[config.mk]
export PLATFORM = sky130hd
export DESIGN_NAME = hbc_ctrl
export DESIGN_NICKNAME = d
export VERILOG_FILES = /design/src/hbc_pkg.sv /design/src/hbc_ctrl.sv
export VERILOG_INCLUDE_DIRS = /design/src /design/src/src
export SDC_FILE = /design/constraint.sdc
export NUM_CORES = 1
export LEC_CHECK = 0
export BUFFER_PORTS_ARGS = -buffer_cell sky130_fd_sc_hd__buf_2
export CAP_MARGIN = 20
export CORE_AREA = 3 3 40 42
export CTS_BUF_LIST = sky130_fd_sc_hd__clkbuf_16
export CTS_CLUSTER_DIAMETER = 50
export CTS_CLUSTER_SIZE = 24
export DETAILED_ROUTE_END_ITERATION = 8
export DIE_AREA = 0 0 43 45
export PLACE_DENSITY_LB_ADDON = 0.05
export SYNTH_ARGS = -nofsm -noshare
export SYNTH_HDL_FRONTEND = slang
export SYNTH_SLANG_ARGS = --single-unit
[constraint.sdc]
create_clock -name aclk -period 2 [get_ports aclk]
set_clock_uncertainty 0.15 [all_clocks]
set_input_delay 0.1 -clock aclk [delete_from_list [all_inputs] [get_ports aclk]]
set_output_delay 0.1 -clock aclk [all_outputs]
set_load 0.05 [all_outputs]
[src/hangul_bigram_hash_counter_assert.svh]
// Assertion helpers used by hbc_ctrl.
// Both macros expect aclk and aresetn to be in scope.
`ifndef HANGUL_BIGRAM_HASH_COUNTER_ASSERT_SVH
`define HANGUL_BIGRAM_HASH_COUNTER_ASSERT_SVH

// Same-cycle implication.
`define HBC_ASSERT_NOW(label, ante, cons, msg) \
    label: assert property (@(posedge aclk) disable iff (!aresetn) (ante) |-> (cons)) \
        else $error(msg);

// Next-cycle implication.
`define HBC_ASSERT_NEXT(label, ante, cons, msg) \
    label: assert property (@(posedge aclk) disable iff (!aresetn) (ante) |=> (cons)) \
        else $error(msg);

`endif

[src/hbc_pkg.sv]
// ----------------------------------------------------------------------------
// hbc_pkg
// Types and constants shared by the bigram counter controller and datapath.
// ----------------------------------------------------------------------------
package hbc_pkg;

    localparam int CMD_W   = 1;
    localparam int BYTE_W  = 8;
    localparam int IDX_W   = 16;
    localparam int KEY_W   = 27;
    localparam int COUNT_W = 32;
    localparam int TOK_W   = 14;
    localparam int CODE_W  = 21;

    localparam int DEF_TABLE_SLOTS        = 65536;
    localparam int DEF_MAX_WORD_SYLLABLES = 256;

    localparam logic [CMD_W-1:0] CMD_FEED = 1'b0;
    localparam logic [CMD_W-1:0] CMD_READ = 1'b1;

    localparam logic [BYTE_W-1:0] NEWLINE    = 8'h0A;
    localparam logic [BYTE_W-1:0] LEAD2_MASK = 8'hE0;
    localparam logic [BYTE_W-1:0] LEAD2_CODE = 8'hC0;
    localparam logic [BYTE_W-1:0] LEAD3_MASK = 8'hF0;
    localparam logic [BYTE_W-1:0] LEAD3_CODE = 8'hE0;
    localparam logic [BYTE_W-1:0] CONT_BITS  = 8'h3F;
    localparam logic [BYTE_W-1:0] LEAD2_BITS = 8'h1F;
    localparam logic [BYTE_W-1:0] LEAD3_BITS = 8'h0F;
    localparam logic [BYTE_W-1:0] LEAD4_BITS = 8'h07;

    localparam logic [CODE_W-1:0] SYL_FIRST   = 21'h00AC00;
    localparam logic [CODE_W-1:0] SYL_LAST    = 21'h00D7A3;
    localparam logic [TOK_W-1:0]  START_TOKEN = 14'd11172;
    localparam logic [TOK_W-1:0]  END_TOKEN   = 14'd11173;
    localparam logic [TOK_W-1:0]  TOKEN_BASE  = 14'd11174;

    // Controller states
    typedef enum logic [5:0] {
        S_CLEAR = 6'b000001,
        S_IDLE  = 6'b000010,
        S_KEY   = 6'b000100,
        S_HASH  = 6'b001000,
        S_READ  = 6'b010000,
        S_CHECK = 6'b100000
    } state_t;

    // Controller to datapath
    typedef struct packed {
        logic clear;        // zero one table slot
        logic take;         // request accepted this cycle
        logic calc_key;     // form the bigram key
        logic start_probe;  // load home slot
        logic read_mem;     // read the addressed slot
        logic next_probe;   // advance to the following slot
        logic finish;       // update table if needed and load the result
    } cmd_t;

    // Datapath to controller
    typedef struct packed {
        logic clear_done;
        logic job_read;     // current request is a slot read
        logic job_bigram;   // current byte produces a bigram
        logic is_read;
        logic hit;
        logic last_probe;
        logic out_free;
    } sts_t;

endpackage

[src/hbc_ctrl.sv]
// ----------------------------------------------------------------------------
// hbc_ctrl
// Sequencer for table clearing, key formation, probing and result hand-off.
// ----------------------------------------------------------------------------
`include "hangul_bigram_hash_counter_assert.svh"

module hbc_ctrl
    import hbc_pkg::*;
(
    input  logic aclk,
    input  logic aresetn,
    input  logic s_valid,
    output logic s_ready,
    input  sts_t sts,
    output cmd_t cmd
);

    state_t state_reg;
    state_t state_next;

    always_ff @(posedge aclk) begin
        if (!aresetn) begin
            state_reg <= S_CLEAR;
        end else begin
            state_reg <= state_next;
        end
    end

    assign s_ready = (state_reg == S_IDLE);

    always_comb begin
        state_next = state_reg;
        cmd        = '0;
        unique case (state_reg)
            S_CLEAR: begin
                cmd.clear = 1'b1;
                if (sts.clear_done) begin
                    state_next = S_IDLE;
                end
            end
            S_IDLE: begin
                if (s_valid) begin
                    cmd.take = 1'b1;
                    if (sts.job_read) begin
                        state_next = S_READ;
                    end else if (sts.job_bigram) begin
                        state_next = S_KEY;
                    end
                end
            end
            S_KEY: begin
                cmd.calc_key = 1'b1;
                state_next   = S_HASH;
            end
            S_HASH: begin
                cmd.start_probe = 1'b1;
                state_next      = S_READ;
            end
            S_READ: begin
                cmd.read_mem = 1'b1;
                state_next   = S_CHECK;
            end
            S_CHECK: begin
                // hold until the result register can take the new result
                if (sts.is_read || sts.hit || sts.last_probe) begin
                    if (sts.out_free) begin
                        cmd.finish = 1'b1;
                        state_next = S_IDLE;
                    end
                end else begin
                    cmd.next_probe = 1'b1;
                    state_next     = S_READ;
                end
            end
            default: begin
                state_next = S_CLEAR;
            end
        endcase
    end

    `HBC_ASSERT_NOW(a_finish_room, cmd.finish, sts.out_free,
        "result loaded while previous result still pending")
    `HBC_ASSERT_NOW(a_probe_skip, cmd.next_probe, !sts.hit && !sts.last_probe,
        "probe advanced past a usable slot or past the table end")
    `HBC_ASSERT_NEXT(a_read_path, cmd.take && sts.job_read, state_reg == S_READ,
        "slot read request did not go straight to the table read")

endmodule

==> flow_summary.json, run 1 <==
{
  "post_synth_net_total": 55,
  "outcome": "finished clean",
  "fill_cells": 129,
  "multi_input_area_sq_um": 282,
  "die_area_sq_um": 1940,
  "critical_path_required_ns": 1.75,
  "syn_to_final_growth_pct": 57.8,
  "post_route_cells_drive_above_1_share_pct": 46.3,
  "die-width_microns": 43,
  "achievable-frequency_mhz": 519,
  "critical_path_cell_count": 3,
  "setup.worst_path.class": "reg2out",
  "worstReg2RegEnd": "state_reg[2]$_SDFFE_PN0P_",
  "post-dp-hpwl_microns": 848,
  "critical_path.reg2reg.startpoint": "state_reg[1]$_SDFFE_PN0P_",
  "synth_cell_types": 27,
  "die_y_microns": 45,
  "finalCriticalPeriod_ns": 1.93,
  "synthesis.area_per_instance_sq_um": 8.70,
  "ant_nets": 0,
  "cts_num_sinks": 6,
  "numPortBuffers": 17,
  "reg2reg_depth": 4,
  "rows": 13,
  "timing.final.hold_violations": 0,
  "irDropWorstVdd_mv": 0.573,
  "seqCellArea_sq_um": 120,
  "grt.total_usage_pct": 12.3,
  "setup.worst_path.start_class": "flop",
  "cts_tree": "built",
  "netlist.top_cell.by_area": "sky130_fd_sc_hd__dfxtp_1",
  "power-per-cell-area_nw_per_um2": 1220,
  "largest_register_ffs": 6,
  "timing.final.max_slew_violations": 0,
  "final.period_utilization_pct": 96.3,
  "path_clk_slew_ns": 0.03,
  "design.portCount": 18,
  "netlist_instances": 45,
  "synth.ff_latch_count": 6,
  "hold_path.class": "in2reg",
  "startpoint": "state_reg[1]$_SDFFE_PN0P_",
  "avgRoutedWirePerCell_microns": 12.8,
  "worstSkewPairLatency_ns": 0.23,
  "slowest_stage": "sky130_fd_sc_hd__or4_4",
  "reg2reg_setup_slack_ns": 0.13,
  "path_cells": "or4_4 -> nor3b_2 -> clkbuf_4",
  "first_global_vias": 393,
  "wirelength_microns": 1050,
  "grt_start_max_net_pins": 10,
  "post-synth-top-area-fraction_pct": 30.7,
  "globalplace.congestion": 0.707,
  "grt-ovfl-total": 0,
  "worstPathBufferInverterCount": 1,
  "post-layout-total-power_uw": 751,
  "antenna_cells_inserted": 0,
  "grt_first_pass_wirelength_microns": 1730,
  "endpoint_kind": "output port",
  "yosys_warnings": 0,
  "maxCapViolations": 0,
  "antenna_violations_before_repair": 0,
  "most-common-layout-cells": "sky130_fd_sc_hd__buf_2, sky130_fd_sc_hd__dfxtp_1, sky130_fd_sc_hd__nor3_1, sky130_fd_sc_hd__nor3b_2, sky130_fd_sc_hd__clkbuf_16",
  "setup_viol": 0,
  "slew_headroom_pct": 65.6,
  "critical_path_endpoint": "cmd[2]",
  "num_vias": 442,
  "final_common_cell": "sky130_fd_sc_hd__buf_2",
  "initial_core_util_pct": 30.5,
  "first_pass_iters": 4,
  "cp_slowest_stage_delay_ns": 0.56,
  "tightestPinTransition_ns": 0.512,
  "seq_area_frac_synth_pct": 30.7,
  "drc_errors": 0,
  "post_synth_instance_area_sq_um": 392,
  "synth.area.top_cells": "sky130_fd_sc_hd__dfxtp_1, sky130_fd_sc_hd__nor3b_1, sky130_fd_sc_hd__nor3_1",
  "total_core_area_sq_um": 1280,
  "grt_setup_unrepaired": "false",
  "critical_path_peak_fanout": 9,
  "viasPerCell": 5.39,
  "timing.critical_path.max_delay_family": "simple AND/OR/NAND/NOR gates",
  "holdWs_ns": 0.0777,
  "p_leak_nw": 0.281,
  "grt.busiest_layer": "met2",
  "clock_tree.htree_level_count": 1,
  "clk_path_buf_depth": 2,
  "drt_first_iter_violations": 7,
  "grt_util_met3_pct": 2.39,
  "global_route_met1_usage_pct": 14.7,
  "post_cts_buffers": 0,
  "tritoncts_buffer_count": 3,
  "arrival_ns": 1.68,
  "fin_nets": 79,
  "cts.root.buffer_cell": "sky130_fd_sc_hd__clkbuf_16",
  "gr-usage-met2_pct": 18.9
}
## where the power goes
part	switching (mW)	internal, mW	total, mW
clock network	0.0720	0.257	0.329
registers	0.0285	0.139	0.167
logic	0.153	0.102	0.255
## worst min-delay path by stage
stage,from,endpoint,slack [ns],depth (start not counted)
6_report,sts[0],state_reg[5]$_SDFFE_PN0P_,0.08,3
4_1_cts,sts[0],state_reg[5]$_SDFFE_PN0P_,0.08,3
5_1_grt,sts[0],state_reg[5]$_SDFFE_PN0P_,0.11,3
3_5_place_dp,sts[5],state_reg[2]$_SDFFE_PN0P_,0.15,2
2_1_floorplan,sts[5],state_reg[2]$_SDFFE_PN0P_,0.03,1
3_3_place_gp,sts[5],state_reg[2]$_SDFFE_PN0P_,0.15,2
## cell type report
type,instances,area share [%]
clock buffers,3,12.1
inverters,2,1.21
multi-input cells,36,45.5
flip-flops and latches,6,19.4
well taps,15,3.04
repair buffers,20,18.6
## repair_timing
action,in CTS,in global routing
hold buffers,2,0
endpoints found under the setup margin,0,2
endpoints found under the hold margin,2,0
resized for setup,0,2
## kinds of logic after synthesis
| logic type | after synthesis | synth area share [%] |
|---|---|---|
| AOI/OAI and AO/OA | 9 | 18.8 |
| adders and majority gates | 1 | 2.88 |
| buffers and inverters | 3 | 3.19 |
| DFF | 6 | 30.7 |
| muxes | 1 | 2.56 |
| and+or+nand+nor | 25 | 41.9 |
## worst reg2reg max path, cell delays in order, from the launching register on
cell and delay (ns):
sky130_fd_sc_hd__dfxtp_1 0.37, sky130_fd_sc_hd__or4b_4 0.58, sky130_fd_sc_hd__o41a_1 0.38, sky130_fd_sc_hd__o311ai_1 0.16
sky130_fd_sc_hd__nor3b_1 0.10
## through the flow
step           cells  TNS (ns)  setup slack, ns  instance area (sq um)  util (%)
5_1_grt           82         0          0.00196                    618      48.1
6_report          82         0           0.0730                    618      48.1
4_1_cts           82         0           0.0488                    613      47.7
2_1_floorplan     45   -0.0691          -0.0404                    412         -
3_5_place_dp      77         0            0.133                    518      40.3
3_3_place_gp      77         0            0.116                    518      40.3
## layer usage
layer / wire length, microns / vias up
met5: 0 / -
met4: 36 / 0
met3: 69 / 5
met2: 446 / 17
met1: 494 / 193
li1: - / 227
## cells in the mapped netlist (all sizes together)
master and number:
nand3 1, o21a 1, and2 2, o311a 1
and3 2, nand4 2, o21ai 2, maj3 1
o311ai 2, o41a 1, nor3 4, nand2 2
a31oi 1, clkbuf 1, or4b 1, and4b 1
a21oi 1, mux2i 1, nor3b 4, or4 1
nand3b 1, inv 2, dfxtp 6, nor2 2
nor2b 2
No activity file was read; power rests on OpenSTA's default activity.
==> run 2: changes to the inputs <==
--- a/config.mk
+++ b/config.mk
@@ -14,6 +14,7 @@
 export CTS_CLUSTER_SIZE = 24
 export DETAILED_ROUTE_END_ITERATION = 8
 export DIE_AREA = 0 0 43 45
+export GPL_TIMING_DRIVEN = 0
 export PLACE_DENSITY_LB_ADDON = 0.05
 export SYNTH_ARGS = -nofsm -noshare
 export SYNTH_HDL_FRONTEND = slang
==> flow_summary.json, run 2 (same netlist as run 1, synthesis figures left out) <==
{
  "fin_cells": 82,
  "placed_cells_incl_taps": 77,
  "globalplace.congestion": 0.723,
  "final_common_cell": "sky130_fd_sc_hd__buf_2",
  "syn_to_final_growth_pct": 57.2,
  "ant_nets": 0,
  "arrival_ns": 1.64,
  "total_core_area_sq_um": 1280,
  "critical_path_required_ns": 1.75,
  "die-width_microns": 43,
  "critical_path_cell_count": 3,
  "drt_first_iter_violations": 4,
  "first_global_vias": 401,
  "die_area_sq_um": 1940,
  "first_pass_iters": 4,
  "most-common-layout-cells": "sky130_fd_sc_hd__buf_2, sky130_fd_sc_hd__dfxtp_1, sky130_fd_sc_hd__nor3_1, sky130_fd_sc_hd__nor3b_2, sky130_fd_sc_hd__clkbuf_16",
  "grt_first_pass_wirelength_microns": 1840,
  "rows": 13,
  "final_util_pct": 47.9,
  "final.period_utilization_pct": 94.4,
  "irDropWorstVdd_mv": 0.721,
  "critical_path.reg2reg.startpoint": "state_reg[1]$_SDFFE_PN0P_",
  "power.clock.fraction_pct": 43.1,
  "antenna_cells_inserted": 0,
  "timing.final.hold_violations": 0,
  "antenna_violations_before_repair": 0,
  "post_cts_buffers": 0,
  "clock_tree.htree_level_count": 1,
  "grt_setup_unrepaired": "false",
  "maxCapViolations": 0,
  "post-dp-hpwl_microns": 801,
  "fin_nets": 79,
  "combinationalPowerShare_pct": 34.2,
  "outcome": "finished clean",
  "cts_num_sinks": 6,
  "power-per-cell-area_nw_per_um2": 1210,
  "power_report.internal_total_uw": 497,
  "slew_headroom_pct": 69.7,
  "setup.worst_path.class": "reg2out",
  "worstPathBufferInverterCount": 1,
  "timing.final.max_slew_violations": 0,
  "cts.root.buffer_cell": "sky130_fd_sc_hd__clkbuf_16",
  "p_leak_nw": 0.281,
  "slowest_stage": "sky130_fd_sc_hd__or4b_4",
  "post_route_cells_drive_above_1_share_pct": 46.3,
  "finalCriticalPeriod_ns": 1.89,
  "worstSkewPairLatency_ns": 0.23,
  "achievable-frequency_mhz": 529,
  "grt_start_max_net_pins": 10,
  "grt-ovfl-total": 0,
  "tightestPinTransition_ns": 0.451,
  "sequential_share_of_power_pct": 22.8,
  "avgRoutedWirePerCell_microns": 13.2,
  "tritoncts_buffer_count": 3,
  "clk_path_buf_depth": 2,
  "post-place-ws_ns": 0.131,
  "setup_viol": 0,
  "hold_path.class": "in2reg",
  "largest_register_ffs": 6,
  "endpoint_kind": "output port",
  "numPortBuffers": 17,
  "wirelength_microns": 1080,
  "holdWs_ns": 0.111,
  "num_vias": 432,
  "finalWorstSetupSlack_ns": 0.111,
  "critical_path_peak_fanout": 9,
  "grt.total_usage_pct": 13.4,
  "initial_core_util_pct": 30.5,
  "cp_slowest_stage_delay_ns": 0.59,
  "setup.worst_path.start_class": "flop",
  "worstReg2RegEnd": "state_reg[2]$_SDFFE_PN0P_",
  "whs_path_cells": 3,
  "reg2reg_depth": 4,
  "switching_share_pct": 33.5,
  "netSwitchingPower_uw": 250,
  "viasPerCell": 5.27,
  "design.portCount": 18,
  "drc_errors": 0,
  "path_cells": "or4b_4 -> nor3_2 -> buf_2",
  "fin_tns_setup_ns": 0,
  "hold_path.startpoint": "sts[0]",
  "path_clk_slew_ns": 0.03,
  "timing.critical_path.max_delay_family": "simple AND/OR/NAND/NOR gates",
  "die_y_microns": 45,
  "cts_tree": "built",
  "reg2reg_setup_slack_ns": 0.12,
  "min_to": "state_reg[5]$_SDFFE_PN0P_"
}
-- run 2: cell counts in the layout (fill, tap and decap cells not counted) --
Identical to the previous run, type by type.
-- run 2: worst reg2reg max path, cell delays in order (launching register included) --
cell                       delay (ns)
sky130_fd_sc_hd__dfxtp_1         0.37
sky130_fd_sc_hd__or4b_4          0.59
sky130_fd_sc_hd__o41a_1          0.39
sky130_fd_sc_hd__o311ai_1        0.15
sky130_fd_sc_hd__nor3b_1         0.10
-- run 2: final cells by class --
type,count,area [sq um]
Tap cell,15,18.8
Multi-Input combinational cell,36,282
Timing Repair Buffer,19,108
Buffer,1,5.00
Inverter,2,7.51
Sequential cell,6,120
Fill cell,128,669
Clock buffer,3,75.1
-- run 2: stage by stage --
stage                     power (mW)  cell area [sq um]
after floorplan                0.367                412
after global placement         0.428                515
after detailed placement       0.423                515
after CTS                      0.752                611
after global routing           0.786                616
final                          0.747                616
-- run 2: power groups by stage --
stage | Clock (mW) | Sequential, mW | Combinational (mW)
2_1_floorplan | 0 | 0.162 | 0.206
3_3_place_gp | 0 | 0.170 | 0.258
3_5_place_dp | 0 | 0.171 | 0.252
4_1_cts | 0.327 | 0.169 | 0.257
5_1_grt | 0.339 | 0.175 | 0.272
6_report | 0.322 | 0.170 | 0.255
-- run 2: worst max path at each step --
stage | startpoint | end | slack, ns
after floorplan | state_reg[1]$_SDFFE_PN0P_ | state_reg[5]$_SDFFE_PN0P_ | -0.04
after global placement | state_reg[1]$_SDFFE_PN0P_ | state_reg[2]$_SDFFE_PN0P_ | 0.1
after detailed placement | state_reg[1]$_SDFFE_PN0P_ | state_reg[2]$_SDFFE_PN0P_ | 0.13
after CTS | state_reg[3]$_SDFFE_PN0P_ | cmd[0] | 0.02
after global routing | state_reg[1]$_SDFFE_PN0P_ | cmd[2] | 0.03
final | state_reg[1]$_SDFFE_PN0P_ | cmd[6] | 0.11
-- run 2: routing by layer --
layer,share of wire [%],vias up,track usage (%)
li1,-,224,-
met1,46,181,17.6
met3,9.1,2,3.98
met5,0,-,0
met4,2.6,0,10.8
met2,43,25,18.0
-- run 2: what timing repair did --
item                                    4_1_cts  5_1_grt
endpoints found under the setup margin        0        2
endpoints found under the hold margin         2        0
resized for setup                             0        3
hold buffers                                  2        0
==> run 3: changes to the inputs <==
==> constraint.sdc (replaced) <==
create_clock -name aclk -period 2 [get_ports aclk]
set_clock_uncertainty 0.15 [all_clocks]
set_input_delay 0.2 -clock aclk [delete_from_list [all_inputs] [get_ports aclk]]
set_output_delay 0.2 -clock aclk [all_outputs]
set_load 0.05 [all_outputs]
==> flow_summary.json, run 3 (same netlist as run 1, synthesis figures left out) <==
{
  "outcome": "finished clean",
  "drc_errors": 0,
  "final_common_cell": "sky130_fd_sc_hd__buf_2",
  "first_pass_iters": 5,
  "reg2reg_depth": 4,
  "design.portCount": 18,
  "placed_cells_incl_taps": 77,
  "die_y_microns": 45,
  "cts_tree": "built",
  "antenna_cells_inserted": 0,
  "antenna_violations_before_repair": 0,
  "fin_nets": 77,
  "cts_num_sinks": 6,
  "arrival_ns": 1.60,
  "cts_hold_repair.buffers": 0,
  "irDropWorstVdd_mv": 0.752,
  "first_global_vias": 397,
  "total_core_area_sq_um": 1280,
  "clock_tree.htree_level_count": 1,
  "grt_start_max_net_pins": 10,
  "slew_headroom_pct": 69.6,
  "fin_tns_setup_ns": 0,
  "grt.total_usage_pct": 12.8,
  "clk_path_buf_depth": 2,
  "fill_cells": 128,
  "viasPerCell": 5.28,
  "final_util_pct": 48.5,
  "achievable-frequency_mhz": 513,
  "timing.final.hold_violations": 0,
  "grt-ovfl-total": 0,
  "rows": 13,
  "finalCriticalPeriod_ns": 1.95,
  "die_area_sq_um": 1940,
  "whs_path_cells": 2,
  "globalplace.congestion": 0.723,
  "post-layout-total-power_uw": 760,
  "hold_path.class": "in2reg",
  "post-dp-hpwl_microns": 801,
  "wirelength_microns": 1030,
  "drt_first_iter_violations": 2,
  "setup_viol": 0,
  "timing.final.max_slew_violations": 0,
  "finalWorstSetupSlack_ns": 0.0512,
  "setup.worst_path.class": "reg2out",
  "p_leak_nw": 0.276,
  "final.period_utilization_pct": 97.4,
  "numPortBuffers": 17,
  "tightestPinTransition_ns": 0.452,
  "critical_path_required_ns": 1.65,
  "critical_path_peak_fanout": 9,
  "initial_core_util_pct": 30.5,
  "avgRoutedWirePerCell_microns": 12.9,
  "post_route_cells_drive_above_1_share_pct": 49.2,
  "grt_first_pass_wirelength_microns": 1770,
  "worstSkewPairLatency_ns": 0.23,
  "maxCapViolations": 0,
  "path_clk_slew_ns": 0.03,
  "most-common-layout-cells": "sky130_fd_sc_hd__buf_2, sky130_fd_sc_hd__dfxtp_1, sky130_fd_sc_hd__clkbuf_16",
  "largest_register_ffs": 6,
  "endpoint_kind": "output port",
  "cts.root.buffer_cell": "sky130_fd_sc_hd__clkbuf_16",
  "syn_to_final_growth_pct": 59.1,
  "tritoncts_buffer_count": 3,
  "die-width_microns": 43,
  "power-per-cell-area_nw_per_um2": 1220,
  "ant_nets": 0,
  "post-place-ws_ns": 0.131,
  "fin_cells": 80,
  "num_vias": 422,
  "setup.worst_path.start_class": "flop"
}
## run 3: area by class of cell
type | count | area [sq um] | share of cell area [%]
Buffer | 1 | 5.00 | 0.803
Clock buffer | 3 | 75.1 | 12.0
Inverter | 2 | 7.51 | 1.20
Multi-Input combinational cell | 36 | 298 | 47.8
Sequential cell | 6 | 120 | 19.3
Tap cell | 15 | 18.8 | 3.01
Timing Repair Buffer | 17 | 98.8 | 15.9
## run 3: path summary, 6_finish.rpt
check                                  from                        end  slack, ns
setup / recovery  state_reg[1]$_SDFFE_PN0P_                     cmd[2]       0.05
setup reg to reg  state_reg[1]$_SDFFE_PN0P_  state_reg[2]$_SDFFE_PN0P_       0.13
hold / removal                       sts[5]  state_reg[2]$_SDFFE_PN0P_       0.02
hold reg to reg   state_reg[0]$_SDFFE_PN1P_  state_reg[4]$_SDFFE_PN0P_       0.55
## run 3: report_power, final
| part | leakage, nW | internal (mW) | switching, mW | total (mW) |
|---|---|---|---|---|
| Combinational | 0.190 | 0.111 | 0.158 | 0.268 |
| Sequential | 0.0488 | 0.139 | 0.0325 | 0.171 |
| Clock | 0.0370 | 0.256 | 0.0649 | 0.321 |
| Total | 0.276 | 0.506 | 0.255 | 0.760 |
## run 3: stage by stage
step                hold slack [ns]  cell area (sq um)
floorplan                     0.126                412
CTS                          0.0106                598
global placement              0.252                515
global route                 0.0221                623
detailed placement            0.246                515
finish                       0.0153                623
## run 3: routing by layer
layer	global-route usage, %	share of wire [%]	vias to the layer above
li1	-	-	219
met1	17.4	47	183
met2	16.2	43	18
met3	3.98	7.3	2
met4	10.8	2.6	0
met5	0	0	-
## run 3: repair_timing
action / CTS / global route
endpoints found under the hold margin: 0 / 0
setup endpoints to repair: 3 / 4
buffers inserted: 0 / 0
gates resized for setup: 3 / 7
gates cloned: 0 / 0
## run 3: critical path, cell delays in order, from the launching register on
cell and delay [ns]:
sky130_fd_sc_hd__dfxtp_1 0.37, sky130_fd_sc_hd__or4_4 0.58, sky130_fd_sc_hd__nor3b_4 0.23, sky130_fd_sc_hd__buf_6 0.18
